### src/hdl/hexmix_pkg.sv
// ----------------------------------------------------------------------------
// hexmix_pkg
// Shared types, constants and arithmetic helpers for the X-hexacopter motor
// mixer: field widths, register indexes, launch timing and Q10 rounding.
// ----------------------------------------------------------------------------
`default_nettype none

package hexmix_pkg;

    // Field widths
    localparam int ThrW   = 12;     // throttle and threshold registers
    localparam int TermW  = 12;     // roll / pitch / yaw terms
    localparam int AccW   = 16;     // vertical acceleration sample
    localparam int OneGW  = 14;     // accel_one_g register
    localparam int CmdW   = 14;     // motor command on the output
    localparam int MixW   = 15;     // mixed command before limiting
    localparam int SumW   = 25;     // Q10 accumulator
    localparam int LimW   = 17;     // headroom for shift and clamp
    localparam int NumMot = 6;

    localparam int InDataW  = 80;   // 78 bits of fields, padded to bytes
    localparam int OutDataW = 88;   // 85 bits of fields, padded to bytes

    // Q10 weights
    localparam logic signed [SumW-1:0] HalfQ10  = 25'sd512;
    localparam logic signed [SumW-1:0] Cos30Q10 = 25'sd887;
    localparam logic signed [SumW-1:0] Q10Mask  = 25'sd1023;

    // Fixed commands and launch timing
    localparam logic [CmdW-1:0] IdleCmd    = 14'd1000;
    localparam logic [ThrW-1:0] LaunchBase = 12'd1800;
    localparam logic [ThrW-1:0] LaunchLen  = 12'd3000;
    localparam logic [ThrW-1:0] RampStart  = 12'd1000;
    localparam logic [ThrW-1:0] StepTicks  = 12'd500;
    localparam logic [ThrW-1:0] StepDrop   = 12'd30;

    // Register reset values
    localparam logic [ThrW-1:0]  MinThrRst   = 12'd1100;
    localparam logic [ThrW-1:0]  MaxThrRst   = 12'd1900;
    localparam logic [ThrW-1:0]  StickMinRst = 12'd1100;
    localparam logic [OneGW-1:0] OneGRst     = 14'd4096;

    // Configuration register indexes
    typedef enum logic [1:0] {
        CFG_MIN_THR   = 2'd0,
        CFG_MAX_THR   = 2'd1,
        CFG_STICK_MIN = 2'd2,
        CFG_ONE_G     = 2'd3
    } t_cfg_reg;

    typedef logic signed [MixW-1:0] t_mix;

    // Launch controller to limiter
    typedef struct packed {
        logic            active;
        logic [ThrW-1:0] throttle;
    } t_launch_ctl;

    // Q10 to integer, truncating toward zero
    function automatic t_mix q10_trunc(input logic signed [SumW-1:0] num);
        logic signed [SumW-1:0] adj;
        adj = num + (num[SumW-1] ? Q10Mask : '0);
        return adj[SumW-1:10];
    endfunction

endpackage

`default_nettype wire

### src/hdl/hexmix_mixer.sv
// ----------------------------------------------------------------------------
// hexmix_mixer
// X-hexacopter mix of one throttle and the roll, pitch and yaw terms into six
// motor commands, formed exactly in Q10 and truncated toward zero.
// ----------------------------------------------------------------------------
`default_nettype none

module hexmix_mixer
    import hexmix_pkg::*;
(
    input  wire logic        [ThrW-1:0]  i_throttle,
    input  wire logic signed [TermW-1:0] i_roll,
    input  wire logic signed [TermW-1:0] i_pitch,
    input  wire logic signed [TermW-1:0] i_yaw,
    output t_mix                         o_mot [NumMot]
);

    logic signed [SumW-1:0] tq, rh, pc, rq, yq;

    // Scaled terms
    always_comb begin
        tq = $signed({{(SumW-ThrW-10){1'b0}}, i_throttle, 10'b0});
        rh = SumW'(i_roll) * HalfQ10;
        pc = SumW'(i_pitch) * Cos30Q10;
        rq = {{(SumW-TermW-10){i_roll[TermW-1]}}, i_roll, 10'b0};
        yq = {{(SumW-TermW-10){i_yaw[TermW-1]}}, i_yaw, 10'b0};
    end

    // Per-motor sums: RL, FR, RR, FL, L, R
    always_comb begin
        o_mot[0] = q10_trunc(tq + rh + pc - yq);
        o_mot[1] = q10_trunc(tq - rh - pc + yq);
        o_mot[2] = q10_trunc(tq - rh + pc + yq);
        o_mot[3] = q10_trunc(tq + rh - pc - yq);
        o_mot[4] = q10_trunc(tq + rq + yq);
        o_mot[5] = q10_trunc(tq - rq - yq);
    end

endmodule

`default_nettype wire

### src/hdl/hexmix_launch.sv
// ----------------------------------------------------------------------------
// hexmix_launch
// Launch sequencer: tick counter, done flag, trigger decision and the
// stepped launch throttle for the current transaction.
// ----------------------------------------------------------------------------
`default_nettype none

module hexmix_launch
    import hexmix_pkg::*;
(
    input  wire logic                    i_clk,
    input  wire logic                    i_rst_n,
    input  wire logic                    i_step,
    input  wire logic                    i_armed,
    input  wire logic signed [AccW-1:0]  i_accel_z,
    input  wire logic        [OneGW-1:0] i_accel_one_g,
    output t_launch_ctl                  o_ctl
);

    localparam logic [ThrW-1:0] Edge1 = RampStart + StepTicks;
    localparam logic [ThrW-1:0] Edge2 = ThrW'(RampStart + 2 * StepTicks);
    localparam logic [ThrW-1:0] Edge3 = ThrW'(RampStart + 3 * StepTicks);

    logic [ThrW-1:0] r_ticks, n_ticks;
    logic            r_done, n_done;
    logic            spike, run;
    logic [ThrW-1:0] tick_inc;

    // Spike: accel_z above twice one g
    assign spike = $signed({i_accel_z[AccW-1], i_accel_z})
                 > $signed({2'b00, i_accel_one_g, 1'b0});
    assign run   = i_armed && (spike || !r_done) && (r_ticks < LaunchLen);
    assign tick_inc = r_ticks + 1'b1;

    // Launch throttle steps down by StepDrop at RampStart plus one, two and three StepTicks, then holds
    always_comb begin
        o_ctl.active = run;
        if (r_ticks >= Edge3) begin
            o_ctl.throttle = LaunchBase - ThrW'(3 * StepDrop);
        end else if (r_ticks >= Edge2) begin
            o_ctl.throttle = LaunchBase - ThrW'(2 * StepDrop);
        end else if (r_ticks >= Edge1) begin
            o_ctl.throttle = LaunchBase - StepDrop;
        end else begin
            o_ctl.throttle = LaunchBase;
        end
    end

    // Next state
    always_comb begin
        n_ticks = r_ticks;
        n_done  = r_done;
        if (i_step && run) begin
            if (tick_inc == LaunchLen) begin
                n_ticks = '0;
                n_done  = 1'b1;
            end else begin
                n_ticks = tick_inc;
                n_done  = 1'b0;
            end
        end
    end

    always_ff @(posedge i_clk) begin
        if (!i_rst_n) begin
            r_ticks <= '0;
            r_done  <= 1'b0;
        end else begin
            r_ticks <= n_ticks;
            r_done  <= n_done;
        end
    end

    // Counter never sits at or past the launch length
    a_ticks_range: assert property (@(posedge i_clk) disable iff (!i_rst_n)
        r_ticks < LaunchLen)
        else $error("launch tick counter out of range");

    // A finished launch leaves the counter at zero
    a_done_zero: assert property (@(posedge i_clk) disable iff (!i_rst_n)
        r_done |-> (r_ticks == '0))
        else $error("launch done with nonzero tick count");

    // Counter only moves on a launch step
    a_ticks_hold: assert property (@(posedge i_clk) disable iff (!i_rst_n)
        !(i_step && run) |=> $stable(r_ticks))
        else $error("launch counter moved without a step");

endmodule

`default_nettype wire

### src/hdl/hexacopter_motor_mixer.sv
// ----------------------------------------------------------------------------
// hexacopter_motor_mixer
// X-hexacopter six-motor mixer with limit shift, clamp, idle override and
// timed launch mode.
// ----------------------------------------------------------------------------
// One transaction in gives one transaction out. Each input is captured in an
// input register, mixed, limited and launch-processed in a single pass, and
// lands in the output register when that register is empty or taken, and a
// new input is taken every cycle while the output side keeps up; a stalled
// output still lets one more input enter the input register. Launch state
// advances as each item leaves the input register, so items see it in
// arrival order.
// Configuration is a plain write port and is meant to change only while idle.
// ----------------------------------------------------------------------------
`default_nettype none

module hexacopter_motor_mixer
    import hexmix_pkg::*;
(
    input  wire logic                 i_clk,
    input  wire logic                 i_rst_n,

    // Config write port
    input  wire logic                 i_cfg_we,
    input  wire logic [1:0]           i_cfg_idx,
    input  wire logic [OneGW-1:0]     i_cfg_data,

    // Input stream
    input  wire logic                 s_axis_tvalid,
    output      logic                 s_axis_tready,
    // base_throttle[11:0], roll_term[23:12], pitch_term[35:24],
    // yaw_term[47:36], armed[48], alt_hold[49], stick_throttle[61:50],
    // accel_z[77:62], zero pad[79:78]
    input  wire logic [InDataW-1:0]   s_axis_tdata,

    // Output stream
    output      logic                 m_axis_tvalid,
    input  wire logic                 m_axis_tready,
    // motor_rear_left[13:0], motor_front_right[27:14],
    // motor_rear_right[41:28], motor_front_left[55:42], motor_left[69:56],
    // motor_right[83:70], launch_active[84], zero pad[87:85]
    output      logic [OutDataW-1:0]  m_axis_tdata
);

    // Config registers
    logic [ThrW-1:0]  r_min_thr, r_max_thr, r_stick_min;
    logic [OneGW-1:0] r_one_g;

    always_ff @(posedge i_clk) begin
        if (!i_rst_n) begin
            r_min_thr   <= MinThrRst;
            r_max_thr   <= MaxThrRst;
            r_stick_min <= StickMinRst;
            r_one_g     <= OneGRst;
        end else if (i_cfg_we) begin
            case (t_cfg_reg'(i_cfg_idx))
                CFG_MIN_THR:   r_min_thr   <= i_cfg_data[ThrW-1:0];
                CFG_MAX_THR:   r_max_thr   <= i_cfg_data[ThrW-1:0];
                CFG_STICK_MIN: r_stick_min <= i_cfg_data[ThrW-1:0];
                CFG_ONE_G:     r_one_g     <= i_cfg_data;
                default: ;
            endcase
        end
    end

    // Handshake: output register advances when empty or taken
    logic r_s1_vld, r_out_vld;
    logic out_adv, s1_step;

    assign out_adv       = !r_out_vld || m_axis_tready;
    assign s1_step       = r_s1_vld && out_adv;
    assign s_axis_tready = !r_s1_vld || out_adv;
    assign m_axis_tvalid = r_out_vld;

    always_ff @(posedge i_clk) begin
        if (!i_rst_n) begin
            r_s1_vld  <= 1'b0;
            r_out_vld <= 1'b0;
        end else begin
            if (s_axis_tready) begin
                r_s1_vld <= s_axis_tvalid;
            end
            if (out_adv) begin
                r_out_vld <= r_s1_vld;
            end
        end
    end

    // Input register
    logic [InDataW-1:0] r_in;

    always_ff @(posedge i_clk) begin
        if (s_axis_tvalid && s_axis_tready) begin
            r_in <= s_axis_tdata;
        end
    end

    logic        [ThrW-1:0]  base_thr, stick_thr;
    logic signed [TermW-1:0] roll, pitch, yaw;
    logic                    armed, alt_hold;
    logic signed [AccW-1:0]  accel_z;

    assign base_thr  = r_in[11:0];
    assign roll      = r_in[23:12];
    assign pitch     = r_in[35:24];
    assign yaw       = r_in[47:36];
    assign armed     = r_in[48];
    assign alt_hold  = r_in[49];
    assign stick_thr = r_in[61:50];
    assign accel_z   = r_in[77:62];

    // Normal and launch mixes
    t_mix        mix_norm [NumMot];
    t_mix        mix_lnch [NumMot];
    t_launch_ctl lctl;

    hexmix_mixer u_mix_norm (
        .i_throttle (base_thr),
        .i_roll     (roll),
        .i_pitch    (pitch),
        .i_yaw      (yaw),
        .o_mot      (mix_norm)
    );

    hexmix_mixer u_mix_lnch (
        .i_throttle (lctl.throttle),
        .i_roll     (roll),
        .i_pitch    (pitch),
        .i_yaw      (yaw),
        .o_mot      (mix_lnch)
    );

    hexmix_launch u_launch (
        .i_clk         (i_clk),
        .i_rst_n       (i_rst_n),
        .i_step        (s1_step),
        .i_armed       (armed),
        .i_accel_z     (accel_z),
        .i_accel_one_g (r_one_g),
        .o_ctl         (lctl)
    );

    // Largest command
    logic signed [MixW-1:0] mx01, mx23, mx45, mx03, mx;

    always_comb begin
        mx01 = (mix_norm[1] > mix_norm[0]) ? mix_norm[1] : mix_norm[0];
        mx23 = (mix_norm[3] > mix_norm[2]) ? mix_norm[3] : mix_norm[2];
        mx45 = (mix_norm[5] > mix_norm[4]) ? mix_norm[5] : mix_norm[4];
        mx03 = (mx23 > mx01) ? mx23 : mx01;
        mx   = (mx45 > mx03) ? mx45 : mx03;
    end

    // Shift down by the excess, clamp, then idle and launch overrides
    logic signed [LimW-1:0] lo, hi, mx_w, excess, sh;
    logic                   idle;
    logic [CmdW-1:0]        cmd [NumMot];

    assign lo     = $signed({{(LimW-ThrW){1'b0}}, r_min_thr});
    assign hi     = $signed({{(LimW-ThrW){1'b0}}, r_max_thr});
    assign mx_w   = LimW'(mx);
    assign excess = (mx_w > hi) ? (mx_w - hi) : '0;
    assign idle   = !armed || (!alt_hold && (stick_thr < r_stick_min));

    always_comb begin
        for (int i = 0; i < NumMot; i++) begin
            sh = LimW'(mix_norm[i]) - excess;
            if (sh < lo) begin
                sh = lo;
            end else if (sh > hi) begin
                sh = hi;
            end
            if (lctl.active) begin
                cmd[i] = mix_lnch[i][CmdW-1:0];
            end else if (idle) begin
                cmd[i] = IdleCmd;
            end else begin
                cmd[i] = sh[CmdW-1:0];
            end
        end
    end

    // Output register
    logic [OutDataW-1:0] r_out;

    always_ff @(posedge i_clk) begin
        if (out_adv) begin
            r_out <= {3'b000, lctl.active, cmd[5], cmd[4], cmd[3],
                      cmd[2], cmd[1], cmd[0]};
        end
    end

    assign m_axis_tdata = r_out;

    // A valid result never carries nonzero padding bits
    a_pad_zero: assert property (@(posedge i_clk) disable iff (!i_rst_n)
        r_out_vld |-> (r_out[OutDataW-1:85] == '0))
        else $error("output padding not zero");

    // With ordered limits, the first motor command of a non-launch, non-idle result lies within them
    a_clamp: assert property (@(posedge i_clk) disable iff (!i_rst_n)
        (s1_step && !lctl.active && !idle && (r_min_thr <= r_max_thr))
        |-> ($signed({3'b000, cmd[0]}) >= lo && $signed({3'b000, cmd[0]}) <= hi))
        else $error("clamped command outside limits");

    // A pending result that is not taken stays pending
    a_out_hold: assert property (@(posedge i_clk) disable iff (!i_rst_n)
        (r_out_vld && !m_axis_tready) |=> (r_out_vld && $stable(r_out)))
        else $error("output register dropped a pending result");

endmodule

`default_nettype wire
### config.mk
export PLATFORM = sky130hd
export DESIGN_NAME = hexacopter_motor_mixer
export DESIGN_NICKNAME = d
export VERILOG_FILES = /design/src/hdl/hexmix_pkg.sv /design/src/hdl/hexmix_mixer.sv /design/src/hdl/hexmix_launch.sv /design/src/hdl/hexacopter_motor_mixer.sv
export SDC_FILE = /design/constraint.sdc
export NUM_CORES = 2
export LEC_CHECK = 0
export BUFFER_PORTS_ARGS = -buffer_cell sky130_fd_sc_hd__buf_4
export CAP_MARGIN = 25
export CORE_UTILIZATION = 60
export DETAILED_ROUTE_END_ITERATION = 10
export PLACE_DENSITY = 0.82
export SYNTH_ARGS = -nofsm -noshare
export SYNTH_HDL_FRONTEND = slang
export SYNTH_SLANG_ARGS = --single-unit
### constraint.sdc
create_clock -name i_clk -period 27.2 [get_ports i_clk]
set_clock_uncertainty 0.2 [all_clocks]
set_input_delay 2.72 -clock i_clk [delete_from_list [all_inputs] [get_ports i_clk]]
set_output_delay 2.72 -clock i_clk [all_outputs]
set_load 0.02 [all_outputs]
==> results.py <==
metrics = {
    "run_status": {
        "status": "finished clean",
    },
    "floorplanning": {
        "die_h_um": 266,
        "dieArea_sq_mm": 0.0710,
        "start_util_pct": 60.9,
        "rows": 96,
        "fp.coreArea_sq_mm": 0.0688,
        "pin_count": 191,
        "die_w_um": 266,
    },
    "final_layout": {
        "fin_nets": 6277,
        "area_delta_synth_final_pct": 10.5,
        "drive_above_1_share_pct": 10.1,
        "antennaDiodeCount": 0,
        "finalNonFillerCells": 6169,
    },
    "sta": {
        "finalHoldViolCount": 0,
        "worstMarginPinSlew_ns": 1.22,
        "fin_crit_ns": 25.55,
        "period_share_pct": 93.9,
        "drv_slew": 0,
        "max_freq_ghz": 0.0391,
        "setup_viol": 0,
        "maxSlewHeadroom_pct": 18.4,
        "hold_slack_ns": 0.272,
    },
    "setup_path": {
        "worstSetupPathType": "reg -> reg",
        "endpoint_kind": "flip-flop",
        "cpLargestDelayFamily": "compound AO/OA/AOI/OAI gates",
        "slowest_delay_ns": 0.59,
        "cp.buffers_inverters": 21,
        "setup.worst_path.start_class": "flip-flop",
        "slowest_stage": "fa_1",
        "path_common_cell": "a21oi_1",
        "crit_arrival_ns": 25.68,
        "critPathRequiredTime_ns": 27.33,
        "path_max_fanout": 19,
    },
    "synth": {
        "syn_area_sq_mm": 0.0419,
        "syn_area_per_cell_sq_um": 8.52,
        "async_reset_ff_share_pct": 0,
        "synth_flop_cell": "edfxtp_1",
        "yosysSeqAreaShare_pct": 14.8,
        "synth_area_leader_cell": "ha_1",
        "synth_warnings": 0,
        "synth_edf_count": 163,
        "syn_inst": 4925,
        "synth.distinct_cells": 110,
        "synth_top_area_share_pct": 22.2,
        "synth-seq-cells": 228,
        "synthTopCellsByArea": "ha_1 (22%), edfxtp_1 (12%), fa_1 (10%)",
    },
    "cts": {
        "cts_num_sinks": 228,
        "clk_latency_ns": 0.62,
        "cts_buffers": 27,
        "cts.clk_slew.worst_paths_ns": 0.06,
        "clock_path_buffers": 3,
        "cts_tree": "yes",
        "clockRootBuffer": "clkbuf_16",
        "cts_max_level": 1,
    },
    "grt": {
        "grt_overflow_total": 0,
        "first_global_vias": 36600,
        "grt_pass1_wl_mm": 219,
        "grt_usage_pct": 41.5,
        "antenna_found_initial": 4,
        "grt_max_degree": 71,
    },
    "flow_run": {
        "drv_cap": 0,
    },
    "route": {
        "via_per_inst": 6.34,
        "drt_wl_total_mm": 151,
        "vias": 39100,
        "drt_iter0_drc": 4524,
        "post-route-drc-count": 0,
        "wl_per_cell_um": 24.5,
        "final_antenna_net_count": 0,
        "firstDrtPassIters": 8,
    },
    "hold_path": {
        "hold_path_class": "reg -> reg",
    },
    "placed_design": {
        "place_inst": 6116,
        "place_hpwl_mm": 125,
        "portBuffers": 185,
        "gp_congestion": 1.11,
    },
}
[cell usage after synthesis, types with 31 or more instances]
library cell	number
nand3_1	74
nor3_1	93
or3_1	33
mux2_2	38
a21boi_0	77
o21ai_0	249
a211oi_1	31
a21o_1	132
nor2b_1	77
ha_1	743
fa_1	215
o21a_1	102
clkbuf_1	76
o211ai_1	40
xor2_1	128
a21oi_1	308
nand2b_1	71
and2_1	32
inv_1	610
mux2i_1	84
xnor2_1	238
nand4_1	60
dfxtp_1	65
o21bai_1	56
nand2_1	317
edfxtp_1	163
nor2_1	316
and3_1	39
[flip-flops by register name, indices dropped and copies added, names as in the netlist]
register,count
m_axis_tvalid,1
r_stick_min,12
r_max_thr,12
r_min_thr,12
r_s1_vld,1
r_one_g,14
r_in,78
m_axis_tdata,85
u_launch.r_ticks,12
u_launch.r_done,1
[cell type report]
type	instances	area, sq um
multi-input cells	3997	33100
flip-flops and latches	228	6200
fillers	5706	22500
well taps	931	1160
clock buffers	35	726
clock inverters	14	145
repair buffers	353	2680
inverters	611	2290
[cells in the final DEF (no fill, tap or decap), drive strengths merged, types with 163 or more instances in the layout]
cell / count
nor2: 317
xnor2: 239
ha: 743
edfxtp: 163
buf: 353
a21oi: 311
fa: 215
inv: 612
o21ai: 257
nand2: 326
[logic make-up (layout without fill, tap and decap cells)]
family                     count (synthesis)  in the layout  share of synthesized area [%]
buffers and inverters                    711           1013                           6.52
DFF                                      228            228                           14.8
adders and majority gates                958            958                           32.4
AOI/OAI and AO/OA                       1300           1300                           20.8
other                                      2             13                         0.0179
and+or+nand+nor                         1233           1233                           14.6
xor gates and xnor gates                 370            370                           7.84
muxes                                    123            123                           3.06
[tightest hold or removal path: stages, from the launching register on]
cell and delay, ns:
dfxtp_1 0.31, nand2_1 0.05, a21boi_0 0.07
[what timing repair did]
item | 4_1_cts | 5_1_grt
resized for setup | 0 | 11
setup buffers | 0 | 1
endpoints found under the setup margin | 0 | 72
hold buffers | 0 | 0
[worst paths after layout]
| kind | from | to | slack (ns) | cells past startpoint |
|---|---|---|---|---|
| setup / recovery | r_in[24]$_DFFE_PP_ | m_axis_tdata[22]$_DFFE_PP_ | 1.65 | 124 |
| hold / removal | r_stick_min[4]$_SDFFE_PN0P_ | r_stick_min[4]$_SDFFE_PN0P_ | 0.27 | 2 |
| setup reg to reg | r_in[24]$_DFFE_PP_ | m_axis_tdata[22]$_DFFE_PP_ | 1.65 | 124 |
| hold reg to reg | r_stick_min[4]$_SDFFE_PN0P_ | r_stick_min[4]$_SDFFE_PN0P_ | 0.27 | 2 |
[per-layer routing]
metal | up-vias | global-route usage, % | share of wire [%]
met1 | 18400 | 52.2 | 39
met4 | 2 | 26.3 | 7.7
met5 | - | 0 | 0.0086
met2 | 2153 | 63.0 | 42
met3 | 544 | 11.1 | 12
li1 | 18000 | - | -
[stage by stage]
| step | util (%) | TNS (ns) | area, sq um | worst slack [ns] |
|---|---|---|---|---|
| 6_report | 67.3 | 0 | 46300 | 1.65 |
| 5_1_grt | 67.3 | -0.0110 | 46300 | -0.0110 |
| 4_1_cts | 67.2 | 0 | 46300 | 1.57 |
| 3_5_place_dp | 66.0 | 0 | 45400 | 1.71 |
| 3_3_place_gp | 66.0 | 0 | 45400 | 2.01 |
| 2_1_floorplan | - | 0 | 42000 | 3.29 |
Power is not shown: default switching activity piles up to over one toggle a cycle in this logic, so the estimate is an artifact.
